### src/g711_pkg.sv
// Shared types and constants for the G.711 PCM slot converter.
`default_nettype none

package g711_pkg;

  localparam int CHANNELS_DEF = 4;

  // Per-channel codec mode codes; any other code is treated as A-law
  localparam logic [1:0] MODE_LINEAR = 2'd0;
  localparam logic [1:0] MODE_ULAW   = 2'd1;

  // Input actions
  localparam logic ACT_TX = 1'b0;
  localparam logic ACT_RX = 1'b1;

  // Configuration register indexes
  localparam logic [1:0] REG_CODEC_MODES = 2'd0;
  localparam logic [1:0] REG_TX_HIGH     = 2'd1;
  localparam logic [1:0] REG_RX_SWAP     = 2'd2;

  localparam logic [7:0] BYTE_ZERO = 8'h00;

  typedef struct packed {
    logic       action;
    logic [2:0] channel;
    logic [7:0] first_byte;
    logic [7:0] second_byte;
  } pcm_in_t;

  typedef struct packed {
    logic [7:0] out_first_byte;
    logic [7:0] out_second_byte;
  } pcm_out_t;

endpackage

`default_nettype wire

### src/g711_pcm_slot_converter.sv
// Throughput: one item per cycle while out_stall is low; three register stages
// (magnitude, segment, code/linear assembly) each hold one item and advance
// independently, and an accepted input item passes through all three to the output.
// Reset (rst, synchronous): empties all stages and clears codec_modes,
// tx_code_high_mask and rx_swap_bytes to zero. Config writes are always ready.
`default_nettype none

module g711_pcm_slot_converter
  import g711_pkg::*;
#(
  parameter int CHANNELS = CHANNELS_DEF
) (
  input  wire logic        clk,
  input  wire logic        rst,
  input  wire logic        in_valid,
  output logic             in_stall,
  input  wire pcm_in_t     in_data,
  output logic             out_valid,
  input  wire logic        out_stall,
  output pcm_out_t         out_data,
  input  wire logic        cfg_valid,
  output logic             cfg_ready,
  input  wire logic [1:0]  cfg_index,
  input  wire logic [15:0] cfg_data
);

  localparam logic [3:0] ChanLimit = 4'(CHANNELS);

  // Bit length of an 8-bit value (0 for zero, 8 when the top bit is set)
  function automatic logic [3:0] bit_len8(input logic [7:0] v);
    logic [3:0] n;
    n = 4'd0;
    for (int i = 0; i < 8; i++) begin
      if (v[i]) n = 4'(i + 1);
    end
    return n;
  endfunction

  // Configuration registers
  logic [15:0] codec_modes;
  logic [7:0]  tx_code_high_mask;
  logic        rx_swap_bytes;

  assign cfg_ready = 1'b1;

  always_ff @(posedge clk) begin
    if (rst) begin
      codec_modes       <= '0;
      tx_code_high_mask <= '0;
      rx_swap_bytes     <= 1'b0;
    end else if (cfg_valid) begin
      unique case (cfg_index)
        REG_CODEC_MODES: codec_modes       <= cfg_data;
        REG_TX_HIGH:     tx_code_high_mask <= cfg_data[7:0];
        REG_RX_SWAP:     rx_swap_bytes     <= cfg_data[0];
        default: ;
      endcase
    end
  end

  // Stage handshake
  logic v1, v2, v3;
  logic adv1, adv2, adv3;

  assign adv3     = !v3 || !out_stall;
  assign adv2     = !v2 || adv3;
  assign adv1     = !v1 || adv2;
  assign in_stall = !adv1;
  assign out_valid = v3;

  always_ff @(posedge clk) begin
    if (rst) begin
      v1 <= 1'b0;
      v2 <= 1'b0;
      v3 <= 1'b0;
    end else begin
      if (adv1) v1 <= in_valid;
      if (adv2) v2 <= v1;
      if (adv3) v3 <= v2;
    end
  end

  // Front logic: mode lookup, encoder magnitudes, decoder base values
  logic [1:0]  mode_bits;
  logic        in_range;
  logic        f_lin;
  logic        f_ulaw;
  logic [15:0] w;
  logic [16:0] neg_mag17;
  logic [14:0] mu_raw;
  logic [14:0] mu_clip;
  logic [13:0] mu_mag;
  logic [12:0] a_mag;
  logic [7:0]  f_emask;
  logic [15:0] f_lin_word;
  logic [7:0]  u_code;
  logic [7:0]  a_code;
  logic [8:0]  f_dbase;
  logic [2:0]  f_dsh;
  logic        f_dneg;
  logic [15:0] f_doff;

  always_comb begin
    mode_bits = codec_modes[{in_data.channel, 1'b0} +: 2];
    in_range  = {1'b0, in_data.channel} < ChanLimit;
    f_lin     = !in_range || (mode_bits == MODE_LINEAR);
    f_ulaw    = !f_lin && (mode_bits == MODE_ULAW);
    w         = {in_data.second_byte, in_data.first_byte};

    // mu-law: magnitude of floor(x/4), clipped, plus bias
    neg_mag17 = 17'h10003 - {1'b0, w};
    mu_raw    = w[15] ? neg_mag17[16:2] : {1'b0, w[15:2]};
    mu_clip   = (mu_raw > 15'd8159) ? 15'd8159 : mu_raw;
    mu_mag    = 14'(mu_clip + 15'd33);
    // A-law: ones' complement magnitude of x/8
    a_mag     = w[15] ? ~w[15:3] : w[15:3];

    if (f_ulaw) f_emask = w[15] ? 8'h7f : 8'hff;
    else        f_emask = w[15] ? 8'h55 : 8'hd5;

    if (in_data.action == ACT_RX && rx_swap_bytes) begin
      f_lin_word = {in_data.first_byte, in_data.second_byte};
    end else begin
      f_lin_word = {in_data.second_byte, in_data.first_byte};
    end

    // Decode setup: result = (neg ? off - t : t + off), t = base << sh
    u_code = ~in_data.first_byte;
    a_code = in_data.first_byte ^ 8'h55;
    if (f_ulaw) begin
      f_dbase = 9'({u_code[3:0], 3'b000}) + 9'h084;
      f_dsh   = u_code[6:4];
      f_dneg  = u_code[7];
      f_doff  = u_code[7] ? 16'h0084 : 16'hff7c;
    end else begin
      if (a_code[6:4] == 3'd0) begin
        f_dbase = 9'({a_code[3:0], 4'b0000}) + 9'h008;
        f_dsh   = 3'd0;
      end else begin
        f_dbase = 9'({a_code[3:0], 4'b0000}) + 9'h108;
        f_dsh   = a_code[6:4] - 3'd1;
      end
      f_dneg = !a_code[7];
      f_doff = 16'h0000;
    end
  end

  // Stage 1 registers
  logic        s1_action, s1_lin, s1_ulaw, s1_hi;
  logic [15:0] s1_lin_word;
  logic [13:0] s1_mag;
  logic [7:0]  s1_emask;
  logic [8:0]  s1_dbase;
  logic [2:0]  s1_dsh;
  logic        s1_dneg;
  logic [15:0] s1_doff;

  always_ff @(posedge clk) begin
    if (adv1 && in_valid) begin
      s1_action   <= in_data.action;
      s1_lin      <= f_lin;
      s1_ulaw     <= f_ulaw;
      s1_hi       <= tx_code_high_mask[in_data.channel];
      s1_lin_word <= f_lin_word;
      s1_mag      <= f_ulaw ? mu_mag : {1'b0, a_mag};
      s1_emask    <= f_emask;
      s1_dbase    <= f_dbase;
      s1_dsh      <= f_dsh;
      s1_dneg     <= f_dneg;
      s1_doff     <= f_doff;
    end
  end

  // Stage 2: segment search, mantissa shift amount, decoder shift
  logic [3:0]  seg_next;
  logic [3:0]  sh_next;
  logic [15:0] dt_next;

  always_comb begin
    seg_next = bit_len8(s1_ulaw ? s1_mag[13:6] : s1_mag[12:5]);
    if (s1_ulaw)             sh_next = seg_next + 4'd1;
    else if (seg_next < 4'd2) sh_next = 4'd1;
    else                     sh_next = seg_next;
    dt_next = 16'({7'b0, s1_dbase} << s1_dsh);
  end

  logic        s2_action, s2_lin, s2_hi;
  logic [15:0] s2_lin_word;
  logic [13:0] s2_mag;
  logic [7:0]  s2_emask;
  logic [3:0]  s2_seg;
  logic [3:0]  s2_sh;
  logic [15:0] s2_dt;
  logic        s2_dneg;
  logic [15:0] s2_doff;

  always_ff @(posedge clk) begin
    if (adv2 && v1) begin
      s2_action   <= s1_action;
      s2_lin      <= s1_lin;
      s2_hi       <= s1_hi;
      s2_lin_word <= s1_lin_word;
      s2_mag      <= s1_mag;
      s2_emask    <= s1_emask;
      s2_seg      <= seg_next;
      s2_sh       <= sh_next;
      s2_dt       <= dt_next;
      s2_dneg     <= s1_dneg;
      s2_doff     <= s1_doff;
    end
  end

  // Stage 3: assemble code or linear sample
  logic [3:0]  mant;
  logic [7:0]  code;
  logic [15:0] dec;
  pcm_out_t    res_next;

  always_comb begin
    mant = 4'(s2_mag >> s2_sh);
    if (s2_seg[3]) code = 8'h7f ^ s2_emask;
    else           code = {1'b0, s2_seg[2:0], mant} ^ s2_emask;
    dec = s2_dneg ? (s2_doff - s2_dt) : (s2_dt + s2_doff);

    if (s2_lin) begin
      res_next.out_first_byte  = s2_lin_word[7:0];
      res_next.out_second_byte = s2_lin_word[15:8];
    end else if (s2_action == ACT_RX) begin
      res_next.out_first_byte  = dec[7:0];
      res_next.out_second_byte = dec[15:8];
    end else if (s2_hi) begin
      res_next.out_first_byte  = BYTE_ZERO;
      res_next.out_second_byte = code;
    end else begin
      res_next.out_first_byte  = code;
      res_next.out_second_byte = BYTE_ZERO;
    end
  end

  always_ff @(posedge clk) begin
    if (adv3 && v2) begin
      out_data <= res_next;
    end
  end

endmodule

`default_nettype wire

### config.mk
export PLATFORM = sky130hd
export DESIGN_NAME = g711_pcm_slot_converter
export DESIGN_NICKNAME = d
export VERILOG_FILES = /design/src/g711_pkg.sv /design/src/g711_pcm_slot_converter.sv
export SDC_FILE = /design/constraint.sdc
export NUM_CORES = 1
export LEC_CHECK = 0
export BUFFER_PORTS_ARGS = -buffer_cell sky130_fd_sc_hd__buf_2
export CELL_PAD_IN_SITES_DETAIL_PLACEMENT = 1
export CELL_PAD_IN_SITES_GLOBAL_PLACEMENT = 2
export CORE_ASPECT_RATIO = 0.75
export CORE_UTILIZATION = 41
export CTS_BUF_LIST = sky130_fd_sc_hd__clkbuf_4 sky130_fd_sc_hd__clkbuf_8
export DETAILED_ROUTE_END_ITERATION = 7
export PLACE_DENSITY = 0.92
export SYNTH_ARGS = -nofsm -noshare
export SYNTH_HDL_FRONTEND = slang
export SYNTH_SLANG_ARGS = --single-unit
### constraint.sdc
create_clock -name clk -period 4.89 [get_ports clk]
set_clock_uncertainty 0.05 [all_clocks]
set_input_delay 0.2445 -clock clk [delete_from_list [all_inputs] [get_ports clk]]
set_output_delay 0.2445 -clock clk [all_outputs]
set_load 0.005 [all_outputs]
=== After elaboration in Yosys (flattened, before gate mapping) ===
Index checks and enable logic that the tools add are counted.

* Bits in registers: 197
* Output and inout bits: 19

* Add/subtract/negate cells: 9
* Magnitude comparators: 4
* Equality and inequality tests: 3
* Shift-type cells: 3
* Muxes and demuxes: 32
* Bitwise operators: 5
* Reductions and logical operators: 23

{| class="wikitable"
|+ Operator list
! operator !! number
|-
| 16-bit two-way mux || 6
|-
| 8-bit two-way mux || 5
|-
| 4-bit two-way mux || 9
|-
| 13-bit two-way mux || 2
|-
| 9-bit two-way mux || 2
|-
| 17-bit by 16-bit subtractor with 17-bit output (first input constant) || 1
|-
| 16-bit adder || 1
|-
| 16-bit by 5-bit variable part select with 2-bit output || 1
|-
| 9-bit by 3-bit left shift with 16-bit output || 1
|-
| 16-bit subtractor || 1
|-
| 15-bit by 13-bit > comparator with 1-bit output (second input constant) || 1
|-
| 15-bit two-way mux || 1
|-
| 14-bit by 6-bit adder with 14-bit output (second input constant) || 1
|-
| 14-bit two-way mux || 1
|-
| 14-bit by 4-bit right shift with 4-bit output || 1
|-
| 13-bit inverter || 1
|-
| 7-bit by 8-bit adder with 9-bit output (second input constant) || 1
|-
| 8-bit by 4-bit adder with 9-bit output (second input constant) || 1
|-
| 8-bit by 9-bit adder with 9-bit output (second input constant) || 1
|-
| 1-bit zero test || 8
|-
| 8-bit inverter || 1
|-
| 7-bit by 8-bit bitwise XOR with 8-bit output || 1
|-
| 7-bit inverter || 1
|-
| 3-bit two-way mux || 2
|-
| 15 further kinds || 28
|}

=== Depth between registers and ports, before layout ===
* Depth in word-level cells: 12
* Depth in mapped cells: 16

=== Worst setup path before layout ===
Ideal clock, no wire load.

* Path type: reg2reg
* Start point: register v3 (netlist: out_valid)
* End point: register s2_action, enable pin
* Setup time: 0.488 ns
* Arrival: 3.216 ns
* Required time: 4.352 ns
* Path slack: 1.137 ns
* Stages on the path, launching flop included: 3
* Buffers on the path: 0
* Clock period less this slack: 3.753 ns
* Cells stage by stage: dfxtp_1 -> and3_1 -> nor2b_1

* Word-level cells in the longest chain between the ends: 4

{| class="wikitable"
|+ Ends and longest elaborated chain
! item !! line !! RTL
|-
| from (decl) || g711_pcm_slot_converter.sv:62 || <nowiki>logic v1, v2, v3;</nowiki>
|-
| from (signal assigned) || g711_pcm_slot_converter.sv:79 || <nowiki>if (adv3) v3 <= v2;</nowiki>
|-
| 1-bit zero test || g711_pcm_slot_converter.sv:65 || <nowiki>assign adv3 = !v3 || !out_stall;</nowiki>
|-
| 1-bit logical OR || g711_pcm_slot_converter.sv:65 ||
|-
| 1-bit logical OR || g711_pcm_slot_converter.sv:66 || <nowiki>assign adv2 = !v2 || adv3;</nowiki>
|-
| 1-bit logical AND || g711_pcm_slot_converter.sv:198 || <nowiki>if (adv2 && v1) begin</nowiki>
|-
| to (signal assigned) || g711_pcm_slot_converter.sv:199 || <nowiki>s2_action <= s1_action;</nowiki>
|-
| to (decl) || g711_pcm_slot_converter.sv:187 || <nowiki>logic s2_action, s2_lin, s2_hi;</nowiki>
|}

Every way passes these cells.
A chain may end at the register's enable or synchronous reset.

==> key figures <==
Outcome
  – Status: finished, final reports clean

Timing
  – FMAX: 0.2619 GHz
  – Period utilisation layout: 78.09%
  – Pins Over Slew Limit: 0
  – Setup TNS: 0 ns
  – Final Setup Violations: 0
  – Slew @ Worst Pin: slightly below 1 ns
  – Min Tclk post-route: between 3 and 4 ns
  – Slew HR: between 30% and 40%
  – RSZ-0062 raised after global routing: no
  – Fin. Hold Viols: 0

Yosys
  – Yosys cell types: 67
  – Post-synth EDFFs: between 100 and 150
  – Post-synthesis adder-cell area fraction: 3.264%
  – Asr flop ratio synth: 0%
  – Compound-Gate Fraction of Synth Area: between 10% and 20%
  – Synth Register Bits: 145
  – Syn Nets: ~800
  – Largest family of logic cells by synthesized area: simple AND/OR/NAND/NOR gates
  – Xor-xnor portion of the synthesized cell area: 5.331%
  – Main flop type after synthesis: edfxtp_1
  – Sequential element share of the synthesized area: about half
  – Synthesis Warnings: 0
  – Mapped cell area: 0.008050 mm2
  – Mux share of post-synthesis cell area: just over 8%
  – Gate Count Post-Synth: 754
  – Post-Syn Area per Cell: about 11 um2
  – Simple-Gate Fraction of Synth Area: approximately 15%

Detailed routing
  – WL/cell: approximately 20 um
  – Post-route ant nets: 0
  – Via count: between 5000 and 6000
  – Vias per cell: between 5 and 6
  – TritonRoute pass-1 iters: 5
  – Drt initial violations: between 400 and 500
  – Residual DRC count: 0
  – Total wire length: approximately 21000 um

Finish
  – Final Util: a little under half
  – Fraction of layout cells with a size suffix above 1: approximately 15%
  – Net count, final: 863
  – P&R area growth vs syn: 12.12%
  – Antenna fix cells: 0

Critical path
  – Critical Path RT: around 5.0 ns
  – Crit start category: register
  – RR Startpoint: s2_dt[2]$_SDFFCE_PP0P_
  – Crit path max fanout: 6
  – WS Path Type: register to register
  – WP data arrival: between 3 and 4 ns
  – Worst R2R Path Depth: 14
  – Crit. Startpoint: s2_dt[2]$_SDFFCE_PP0P_
  – Element type at the critical path end: register

Global routing
  – Largest net degree at the start of global routing: 49
  – Initial antenna violation count: 0
  – Total GRT Usage: approximately 22%
  – First-pass GRT wire length: about 33000 um
  – Global route total overflow: 0
  – Vias in the first global route: around 6200

Die
  – Initial core utilization: between 40 and 50%
  – I/O Pins: 62
  – Die Width: 163.8 um
  – Die height: between 100 and 150 um
  – Die area: around 0.020 mm2
  – Core area: ~0.019 mm2
  – Site Rows: between 40 and 50

Power
  – Power density cells: approximately 320 mW/mm2
  – Tot Pwr: 2913 uW
  – Max IR drop VDD: ~0.00014 V
  – Lkg Pwr: between 0.003 and 0.004 uW

Clock network
  – CTS tree: built
  – Clock Latency Late Sink: roughly 0.45 ns
  – Clk sink count: around 150
  – H-tree Lvls: 4
  – Clk root buf: clkbuf_8
  – Clock slew seen by the registers of the worst setup and hold paths: around 0.09 ns
  – CTS Buffer Depth: 2
  – Num CTS Buffers: 17

Run
  – Max_cap viols: 0

Min path
  – Cell depth of the worst hold path: 3
  – HP Start: cfg_data[4]
  – Min-delay worst type: primary input to register

Place
  – Final Wtd Congestion: 0.8932
  – HPWL after DPL: approximately 16000 um
  – PortBufs: 52
area by class of cell:
| class | instances | area (um2) |
|---|---|---|
| Timing Repair Buffer | 68 | 405.4 |
| Tap cell | 247 | 309.0 |
| Clock inverter | 15 | 183.9 |
| Inverter | 33 | 123.9 |
| Fill cell | 2057 | 9804 |
| Sequential cell | 145 | 4154 |
| Clock buffer | 17 | 234.0 |
| Multi-Input combinational cell | 534 | 3616 |
timing repair:
action,CTS,global route
buffers inserted,0,0
hold buffers,10,0
gates resized for setup,0,0
endpoints found under the hold margin,14,0
synthesized netlist by cell type, drive strengths merged, types with 14 or more instances:
cell / number / area share (%)
o21ai: 41 / 2.5
nor2b: 15 / 1.2
mux2i: 29 / 3.6
xnor2: 39 / 4.2
inv: 31 / 1.4
nor2: 66 / 3.1
dfxtp: 20 / 5.0
mux2: 14 / 2.0
nand2b: 15 / 1.2
nand2: 79 / 3.7
clkbuf: 33 / 1.5
nor3: 20 / 1.2
edfxtp: 125 / 47
ha: 21 / 3.3
a21oi: 45 / 2.8
layer usage:
metal / track usage [%] / vias up / wire (um)
li1: - / 2845 / -
met1: 30.32 / 2952 / 10070
met2: 35.49 / 160 / 9784
met3: 3.992 / 23 / 1010
met4: 6.134 / 0 / 303
met5: 0 / - / 0
cells by family (layout without fill, tap and decap cells):
group / Yosys count / count (layout)
mux: 52 / 52
simple gates: 244 / 244
fa+ha+maj: 21 / 21
xor+xnor: 49 / 49
compound gates: 167 / 167
other cells: 1 / 1
buf+inv: 75 / 133
flops: 145 / 145
power by group:
group,internal (uW),leakage [uW],total [uW],switching (uW)
Clock,512,0.000216,995,483
Combinational,179,0.00184,438,259
Sequential,1420,0.00135,1480,59.6
Total,2110,0.00341,2910,802
critical path: stages (launching register included):
cell	delay (ns)
edfxtp_1	0.45
inv_1	0.11
ha_1	0.18
nand2b_1	0.08
or4_1	0.42
or3_1	0.37
nor3_1	0.14
nor2_1	0.07
xnor2_1	0.20
ha_1	0.33
and3_1	0.20
a221oi_1	0.31
o31ai_1	0.19
nor4b_1	0.36
nor3_1	0.10
state kept, by name (all words and copies together), names as in the netlist, 2 cells and up:
register / flops
s2_seg: 4
s1_dbase: 7
s2_mag: 14
s2_doff: 3
out_data: 16
s2_lin_word: 16
tx_code_high_mask: 8
codec_modes: 8
s1_doff: 3
s2_sh: 4
s2_dt: 14
s1_lin_word: 16
s1_mag: 14
s1_dsh: 3
s2_emask: 2
metrics by stage:
step / setup WS [ns] / cells / hold slack [ns] / cell area [um2]
CTS: 1.039 / 1059 / 0.005360 / 9026
detailed placement: 0.7757 / 1017 / 0.3562 / 8508
floorplan: 1.137 / 754 / 0.2934 / 8050
finish: 1.071 / 1059 / 0.03533 / 9026
global route: 0.8922 / 1059 / 0.01940 / 9026
global placement: 0.8586 / 1017 / 0.3526 / 8508
placed cells by master (no fill, tap or decap), types with 5 or more instances in the layout:
cell type	instances
o21a_1	6
xnor2_1	39
a31oi_1	10
clkbuf_8	17
nor3_1	20
and2_1	6
nand2b_1	15
o22ai_1	10
o21ai_0	34
nor2_1	66
dlygate4sd3_1	10
mux2_2	14
nand2_1	79
buf_4	6
xor2_1	10
a21oi_1	45
o31ai_1	7
a221oi_1	7
mux2i_1	29
edfxtp_1	125
inv_1	31
o21ai_1	7
nand3_1	9
or4_1	5
mux4_2	9
nor2b_1	13
buf_2	52
ha_1	21
dfxtp_1	20
final timing paths:
check                                                         end  slack, ns
worst min-delay path            tx_code_high_mask[4]$_SDFFE_PP0P_       0.04
worst max register to register              out_data[6]$_DFFE_PP_       1.07
worst min register to register           s2_lin_word[1]$_DFFE_PP_       0.37
worst max-delay path                        out_data[6]$_DFFE_PP_       1.07
Note: power is estimated with default switching activity, not from simulation.
